===== src/hdl/ffha_pkg.sv =====
`timescale 1ns / 1ps
`default_nettype none

package ffha_pkg;

   // heap geometry
   localparam int unsigned HEAP_BYTES = 65536;
   localparam int unsigned SLOTS      = HEAP_BYTES / 4;
   localparam int unsigned SLOT_W     = $clog2(SLOTS);
   localparam int unsigned SIZE_W     = 17;
   localparam int unsigned ROOM_W     = 34;

   localparam logic [31:0] HEAP_LIMIT = 32'(HEAP_BYTES);
   localparam logic [31:0] HDR_BYTES  = 32'd12;
   localparam logic [31:0] MIN_SPARE  = 32'd4;
   localparam logic [31:0] BASE_RESET = 32'd4096;

   localparam logic OP_ALLOC = 1'b0;
   localparam logic OP_FREE  = 1'b1;

   typedef logic [SLOT_W-1:0] slot_type;
   typedef logic [31:0]       addr_type;

   typedef struct packed {
      logic        opcode;
      logic [15:0] request_bytes;
      logic [31:0] block_address;
   } ffha_req_type;

   typedef struct packed {
      logic [31:0] granted_address;
      logic        success;
   } ffha_rsp_type;

   // header read address select
   typedef enum logic [1:0] {
      RD_CUR = 2'd0,
      RD_BLK = 2'd1,
      RD_LB  = 2'd2,
      RD_RB  = 2'd3
   } rd_sel_type;

   // what to capture from read data
   typedef enum logic [2:0] {
      CAP_NONE = 3'd0,
      CAP_CUR  = 3'd1,
      CAP_BLK  = 3'd2,
      CAP_LB   = 3'd3,
      CAP_RB   = 3'd4
   } cap_type;

   // header write operations
   typedef enum logic [2:0] {
      WR_NONE     = 3'd0,
      WR_INIT     = 3'd1,
      WR_A_CUR    = 3'd2,
      WR_A_FRESH  = 3'd3,
      WR_A_NXPREV = 3'd4,
      WR_F_HEAD   = 3'd5,
      WR_F_PREV   = 3'd6
   } wr_type;

   typedef enum logic [1:0] {
      OUT_NONE  = 2'd0,
      OUT_FAIL  = 2'd1,
      OUT_GRANT = 2'd2,
      OUT_FREED = 2'd3
   } outcome_type;

   typedef struct packed {
      logic        load_req;
      logic        load_base;
      logic        rd_en;
      rd_sel_type  rd_sel;
      cap_type     cap;
      logic        room_en;
      logic        advance;
      wr_type      wr;
      outcome_type outcome;
      logic        rsp_load;
   } ffha_cmd_type;

   typedef struct packed {
      logic req_op;
      logic cur_ok;
      logic blk_ok;
      logic cur_free;
      logic split;
      logic fit;
      logic nx_zero;
      logic steps_last;
      logic out_free;
   } ffha_sts_type;

   // header address lies in the heap on a word boundary
   function automatic logic hdr_ok(input addr_type addr, input addr_type base);
      addr_type off;
      off = addr - base;
      return (off < HEAP_LIMIT) && (off[1:0] == 2'b00);
   endfunction

   function automatic slot_type hdr_slot(input addr_type addr, input addr_type base);
      addr_type off;
      off = addr - base;
      return off[SLOT_W+1:2];
   endfunction

endpackage

`default_nettype wire


===== src/hdl/ffha_ctrl.sv =====
`timescale 1ns / 1ps
`default_nettype none

module ffha_ctrl
   import ffha_pkg::*;
(
   input  wire logic         clock,
   input  wire logic         reset,
   input  wire logic         req_valid,
   output logic              req_ready,
   input  wire logic         csr_valid,
   output logic              csr_ready,
   input  wire ffha_sts_type sts,
   output ffha_cmd_type      cmd
);

   typedef enum logic [17:0] {
      S_INIT   = 18'h00001,
      S_IDLE   = 18'h00002,
      S_A_RD   = 18'h00004,
      S_A_CAP  = 18'h00008,
      S_A_ROOM = 18'h00010,
      S_A_DEC  = 18'h00020,
      S_A_W1   = 18'h00040,
      S_A_W2   = 18'h00080,
      S_A_W3   = 18'h00100,
      S_F_RD   = 18'h00200,
      S_F_CAPB = 18'h00400,
      S_F_RDL  = 18'h00800,
      S_F_CAPL = 18'h01000,
      S_F_RDR  = 18'h02000,
      S_F_CAPR = 18'h04000,
      S_F_W1   = 18'h08000,
      S_F_W2   = 18'h10000,
      S_RESP   = 18'h20000
   } state_type;

   state_type state_ff, state_in;

   // next state and commands
   always_comb begin
      state_in    = state_ff;
      req_ready   = 1'b0;
      csr_ready   = 1'b0;
      cmd         = '0;
      cmd.rd_sel  = RD_CUR;
      cmd.cap     = CAP_NONE;
      cmd.wr      = WR_NONE;
      cmd.outcome = OUT_NONE;
      case (state_ff)
         S_INIT: begin
            cmd.wr   = WR_INIT;
            state_in = S_IDLE;
         end
         S_IDLE: begin
            if (csr_valid) begin
               csr_ready     = 1'b1;
               cmd.load_base = 1'b1;
               state_in      = S_INIT;
            end else if (req_valid) begin
               req_ready    = 1'b1;
               cmd.load_req = 1'b1;
               state_in     = (sts.req_op == OP_FREE) ? S_F_RD : S_A_RD;
            end
         end
         // allocate walk
         S_A_RD: begin
            if (sts.cur_ok) begin
               cmd.rd_en  = 1'b1;
               cmd.rd_sel = RD_CUR;
               state_in   = S_A_CAP;
            end else begin
               cmd.outcome = OUT_FAIL;
               state_in    = S_RESP;
            end
         end
         S_A_CAP: begin
            cmd.cap  = CAP_CUR;
            state_in = S_A_ROOM;
         end
         S_A_ROOM: begin
            cmd.room_en = 1'b1;
            state_in    = S_A_DEC;
         end
         S_A_DEC: begin
            if (sts.cur_free && sts.fit) begin
               state_in = S_A_W1;
            end else if (sts.nx_zero || sts.steps_last) begin
               cmd.outcome = OUT_FAIL;
               state_in    = S_RESP;
            end else begin
               cmd.advance = 1'b1;
               state_in    = S_A_RD;
            end
         end
         S_A_W1: begin
            cmd.wr = WR_A_CUR;
            if (sts.split) begin
               state_in = S_A_W2;
            end else begin
               cmd.outcome = OUT_GRANT;
               state_in    = S_RESP;
            end
         end
         S_A_W2: begin
            cmd.wr   = WR_A_FRESH;
            state_in = S_A_W3;
         end
         S_A_W3: begin
            cmd.wr      = WR_A_NXPREV;
            cmd.outcome = OUT_GRANT;
            state_in    = S_RESP;
         end
         // free with merge
         S_F_RD: begin
            if (sts.blk_ok) begin
               cmd.rd_en  = 1'b1;
               cmd.rd_sel = RD_BLK;
               state_in   = S_F_CAPB;
            end else begin
               cmd.outcome = OUT_FAIL;
               state_in    = S_RESP;
            end
         end
         S_F_CAPB: begin
            cmd.cap  = CAP_BLK;
            state_in = S_F_RDL;
         end
         S_F_RDL: begin
            cmd.rd_en  = 1'b1;
            cmd.rd_sel = RD_LB;
            state_in   = S_F_CAPL;
         end
         S_F_CAPL: begin
            cmd.cap  = CAP_LB;
            state_in = S_F_RDR;
         end
         S_F_RDR: begin
            cmd.rd_en  = 1'b1;
            cmd.rd_sel = RD_RB;
            state_in   = S_F_CAPR;
         end
         S_F_CAPR: begin
            cmd.cap  = CAP_RB;
            state_in = S_F_W1;
         end
         S_F_W1: begin
            cmd.wr   = WR_F_HEAD;
            state_in = S_F_W2;
         end
         S_F_W2: begin
            cmd.wr      = WR_F_PREV;
            cmd.outcome = OUT_FREED;
            state_in    = S_RESP;
         end
         // hand the result to the output register
         S_RESP: begin
            if (sts.out_free) begin
               cmd.rsp_load = 1'b1;
               state_in     = S_IDLE;
            end
         end
         default: begin
            state_in = S_INIT;
         end
      endcase
   end

   always_ff @(posedge clock) begin
      if (reset) begin
         state_ff <= S_INIT;
      end else begin
         state_ff <= state_in;
      end
   end

`ifndef NO_ASSERTIONS
   // an accepted request starts its walk next cycle
   a_req_start: assert property (@(posedge clock) disable iff (reset)
      (req_valid && req_ready) |=> (state_ff == S_A_RD || state_ff == S_F_RD))
      else $error("request did not start");

   // a base write re-initializes the base header
   a_csr_init: assert property (@(posedge clock) disable iff (reset)
      (csr_valid && csr_ready) |=> (state_ff == S_INIT))
      else $error("base write did not init header");

   // a fit without split completes at once
   a_fit_done: assert property (@(posedge clock) disable iff (reset)
      (state_ff == S_A_W1 && !sts.split) |=> (state_ff == S_RESP))
      else $error("fit did not complete");

   // the result leaves when the output register frees
   a_resp_out: assert property (@(posedge clock) disable iff (reset)
      (state_ff == S_RESP && sts.out_free) |-> cmd.rsp_load)
      else $error("result not loaded");
`endif

endmodule

`default_nettype wire


===== config.mk =====
export PLATFORM = sky130hd
export DESIGN_NAME = ffha_ctrl
export DESIGN_NICKNAME = d
export VERILOG_FILES = /design/src/hdl/ffha_pkg.sv /design/src/hdl/ffha_ctrl.sv
export SDC_FILE = /design/constraint.sdc
export NUM_CORES = 1
export LEC_CHECK = 0
export ABC_AREA = 1
export BUFFER_PORTS_ARGS = -buffer_cell sky130_fd_sc_hd__buf_2
export CAP_MARGIN = 20
export CORE_ASPECT_RATIO = 0.75
export CORE_UTILIZATION = 35
export DETAILED_ROUTE_END_ITERATION = 8
export GPL_ROUTABILITY_DRIVEN = 0
export PLACE_DENSITY = 0.58
export SYNTH_ARGS = -nofsm -noshare
export SYNTH_HDL_FRONTEND = slang
export SYNTH_SLANG_ARGS = --single-unit

===== constraint.sdc =====
create_clock -name clock -period 1.7 [get_ports clock]
set_input_delay 0.255 -clock clock [delete_from_list [all_inputs] [get_ports clock]]
set_output_delay 0.255 -clock clock [all_outputs]
set_load 0.05 [all_outputs]

# == Yosys cells after proc, flatten, opt, wreduce, memory -nomap -nowiden ==
# Cells that the tools add are included.
# classes
n_eq_ne,20
mux,33
n_reduce_logical,4
# ops
operator,n
18-bit case mux with 17 select lines,1
18-bit 2-to-1 mux,8
3-bit case mux with 4 select lines,2
"18-bit by 1-bit == test with 1-bit output, second input constant",1
"18-bit by 10-bit == test with 1-bit output, second input constant",1
"18-bit by 11-bit == test with 1-bit output, second input constant",1
"18-bit by 12-bit == test with 1-bit output, second input constant",1
"18-bit by 13-bit == test with 1-bit output, second input constant",1
"18-bit by 14-bit == test with 1-bit output, second input constant",1
"18-bit by 15-bit == test with 1-bit output, second input constant",1
"18-bit by 16-bit == test with 1-bit output, second input constant",1
"18-bit by 17-bit == test with 1-bit output, second input constant",1
"18-bit == test, second input constant",1
"18-bit by 2-bit == test with 1-bit output, second input constant",1
"18-bit by 3-bit == test with 1-bit output, second input constant",1
"18-bit by 4-bit == test with 1-bit output, second input constant",1
"18-bit by 5-bit == test with 1-bit output, second input constant",1
"18-bit by 6-bit == test with 1-bit output, second input constant",1
"18-bit by 7-bit == test with 1-bit output, second input constant",1
"18-bit by 8-bit == test with 1-bit output, second input constant",1
"18-bit by 9-bit == test with 1-bit output, second input constant",1
3-bit case mux with 6 select lines,1
1-bit 2-to-1 mux,15
2-bit case mux with 6 select lines,1
other kinds (9),11
# totals
reg_bits,18
in_bits,13
output_inout_bits,18

# == Logic depth before layout (Yosys ltp) ==
# depth
word_depth,4
ltp_mapped,11

# == Worst setup path before layout ==
# No wires, ideal clock.
# synth_path
path_type,reg-to-output
start,register state_ff[15]
end,output cmd[14] (netlist name)
arrival_time_ns,1.919
t_required_ns,1.445
slack_ns,-0.474
stages_incl_launch_ff,7
path_cell_list,dfxtp_1 -> nor2_2 -> nand2_4 -> nor2_8 -> nand4_1 -> nor2_1 -> buf_4
# synth_rtl
item,line,source
"start, declared",ffha_ctrl.sv:38,"state_type state_ff, state_in;"
"start signal, assigned",ffha_ctrl.sv:173,state_ff <= state_in;
"end, declared",ffha_ctrl.sv:14,output ffha_cmd_type cmd

==> qor.txt <==
Register area share after synthesis: 0.268
Via count: 1752
Number of I/O pins: 31
Max IR drop VDD: 0.393 mV
Syn_area_per_cell: 6.36 sq um
DRC Markers: 0
Top_reg_cell synth: dfxtp_1
Fin nets: 324
DRT iter0 DRCs: 99
Period utilization: 1.16
Arrival time worst endpoint: 1710 ps
Clock Skew: 2.27 ps
Share of cells above drive strength 1: 0.634
CTS sink cnt: 18
Via density: 4.85
Post-synth ARST share: 0
Setup CP Type: register to output port
Final setup violation count: 19
Static Leak: 0.00130 uW
Die area: 4090 sq um
Clk Latency, worst-skew pair: 270 ps
Die H: 55.6 microns
Die X: 73.5 microns
Flops & latches, synth: 18
GRT Residual Overflow: 0
Routed Wire Length: 5110 microns
Vias in the first global route: 1454
Core area: 3660 sq um
Unrepaired setup endpoints after global routing: yes
Antenna Cells: 0
# Max-Cap Violations: 0
Worst Tran Pin Value: 452 ps
Initial antenna violation count: 0
Top Registers: state_ff x18
Area contributors post-synth: dfxtp_1, inv_1, nand3_1, nor2_1, nand2_1
First-pass GRT wire length: 6820 microns
CTS tree: yes
Cell Pwr Density: 473 nW/um^2
Critical path peak fanout: 5
Top post-synthesis cells by count: inv_1, nor2_1, nand2_1
IO buf count: 30
Final worst slack: -266 ps
Detailed placer's ending HPWL: 2930 microns
Synthesis-to-layout area growth: 93.2%
Pins Over Slew Limit: 0
Post-synthesis cell count: 211
Top-count cell post-synth: inv_1
Post-route minimum period: 1970 ps
Power, Total: 1230 uW
Setup crit end kind: output port
Failing checks: negative setup slack
HP Class: primary input to register
Place WS: -95.6 ps
Row Count: 19
Worst Setup Start Kind: register
Drt first pass iters: 4
Max Root-Sink Buffers: 2
Starting Density: 0.367
Post-synth design cell area: 1340 sq um
CP required: 1440 ps
Fmax: 0.509 GHz
WL/cell: 14.2 microns
Worst slew margin: 0.699
Biggest register: state_ff
Maximum level of the CTS H-tree: 1
CTS Root Cell: clkbuf_8
Fin. Hold Viols: 0
Total global-route track usage: 0.221
Largest net degree at the start of global routing: 12
Outcome: complete, but fails checks
Post-synth net total: 224
Post-route ant nets: 0
Number of buffers created by CTS: 3
Distinct cells, synth: 27
Post-synth EDFFs: 0
Clock-pin slew on the worst setup and hold paths: 80 ps
Area leader, netlist: dfxtp_1
Syn. warnings: 0
Max reg flops: 18
Post-synth top area share: 0.268
## worst max-delay path, stage by stage (launching register included)
cell and delay, ps:
dfxtp_2 340, nor2_4 140, nand2_4 110, nor2_8 200
nand2_4 90, nor2_4 140, nand2_1 110, nand3_1 140
buf_6 170
## timing repair
action | 4_1_cts | 5_1_grt
resized for setup | 92 | 42
cloned | 1 | 1
setup endpoints to repair | 18 | 30
hold buffers | 0 | 0
setup buffers | 17 | 17
endpoints found under the hold margin | 0 | 0
pin swaps | 20 | 24
## cell type report
cell class | instances | area, sq um
Clock buffer | 3 | 41.3
Fill cell | 284 | 1070
Inverter | 47 | 189
Multi-Input combinational cell | 142 | 1040
Sequential cell | 18 | 380
Tap cell | 52 | 65.1
Timing Repair Buffer | 98 | 867
Timing Repair inverter | 1 | 6.26
## logic make-up (layout without fill, tap and decap cells)
kind of cell / after synthesis / in the layout / synth area share
AND/OR/NAND/NOR: 136 / 137 / 0.546
buffers and inverters: 52 / 149 / 0.159
flip-flops: 18 / 18 / 0.268
AO/OA/AOI/OAI: 5 / 5 / 0.0261
## metal layers
metal  routed length, microns  vias to the layer above  global-route usage
met1                     2230                      804               0.331
met5                        0                        -                   0
met3                      347                       15              0.0471
met2                     2420                       83               0.325
li1                         -                      850                   -
met4                      121                        0              0.0467
## where the power goes
group          switching (uW)  internal, uW
Clock                     170           159
Sequential               14.4           432
Combinational             236           215
## per-stage QoR
| stage | util | hold slack [ps] | cells | cell area (sq um) | TNS [ps] |
|---|---|---|---|---|---|
| floorplan | - | 388 | 211 | 1380 | -127 |
| global placement | 0.496 | 526 | 323 | 1820 | -435 |
| detailed placement | 0.496 | 520 | 323 | 1820 | -420 |
| CTS | 0.625 | 245 | 344 | 2290 | -2380 |
| global route | 0.708 | 272 | 361 | 2590 | -5240 |
| finish | 0.708 | 245 | 361 | 2590 | -3280 |
## path summary, 6_finish.rpt
| path | start | to | slack, ps | cells after the start |
|---|---|---|---|---|
| setup / recovery | state_ff[9] | cmd[13] | -270 | 8 |
| hold / removal | sts[8] | state_ff[9] | 240 | 3 |
| setup reg to reg | state_ff[9] | state_ff[17] | 0 | 11 |
| hold reg to reg | state_ff[13] | state_ff[14] | 730 | 6 |
## placed cells by master (no fill, tap or decap)
cell / n
a211oi_1: 1
buf_12: 3
buf_2: 12
buf_4: 55
buf_6: 23
buf_8: 5
clkbuf_8: 3
dfxtp_1: 4
dfxtp_2: 13
dfxtp_4: 1
inv_1: 40
inv_2: 4
inv_4: 3
inv_8: 1
nand2_1: 20
nand2_2: 11
nand2_4: 5
nand2_8: 1
nand3_1: 16
nand3_2: 10
nand3_4: 4
nand3b_1: 3
nand4_1: 7
nor2_1: 18
nor2_2: 11
nor2_4: 22
nor2_8: 1
nor3_1: 3
nor3_2: 3
nor4_1: 1
o21ai_2: 3
o22ai_2: 1
or2_2: 1
(Power assumes the default switching activity.)
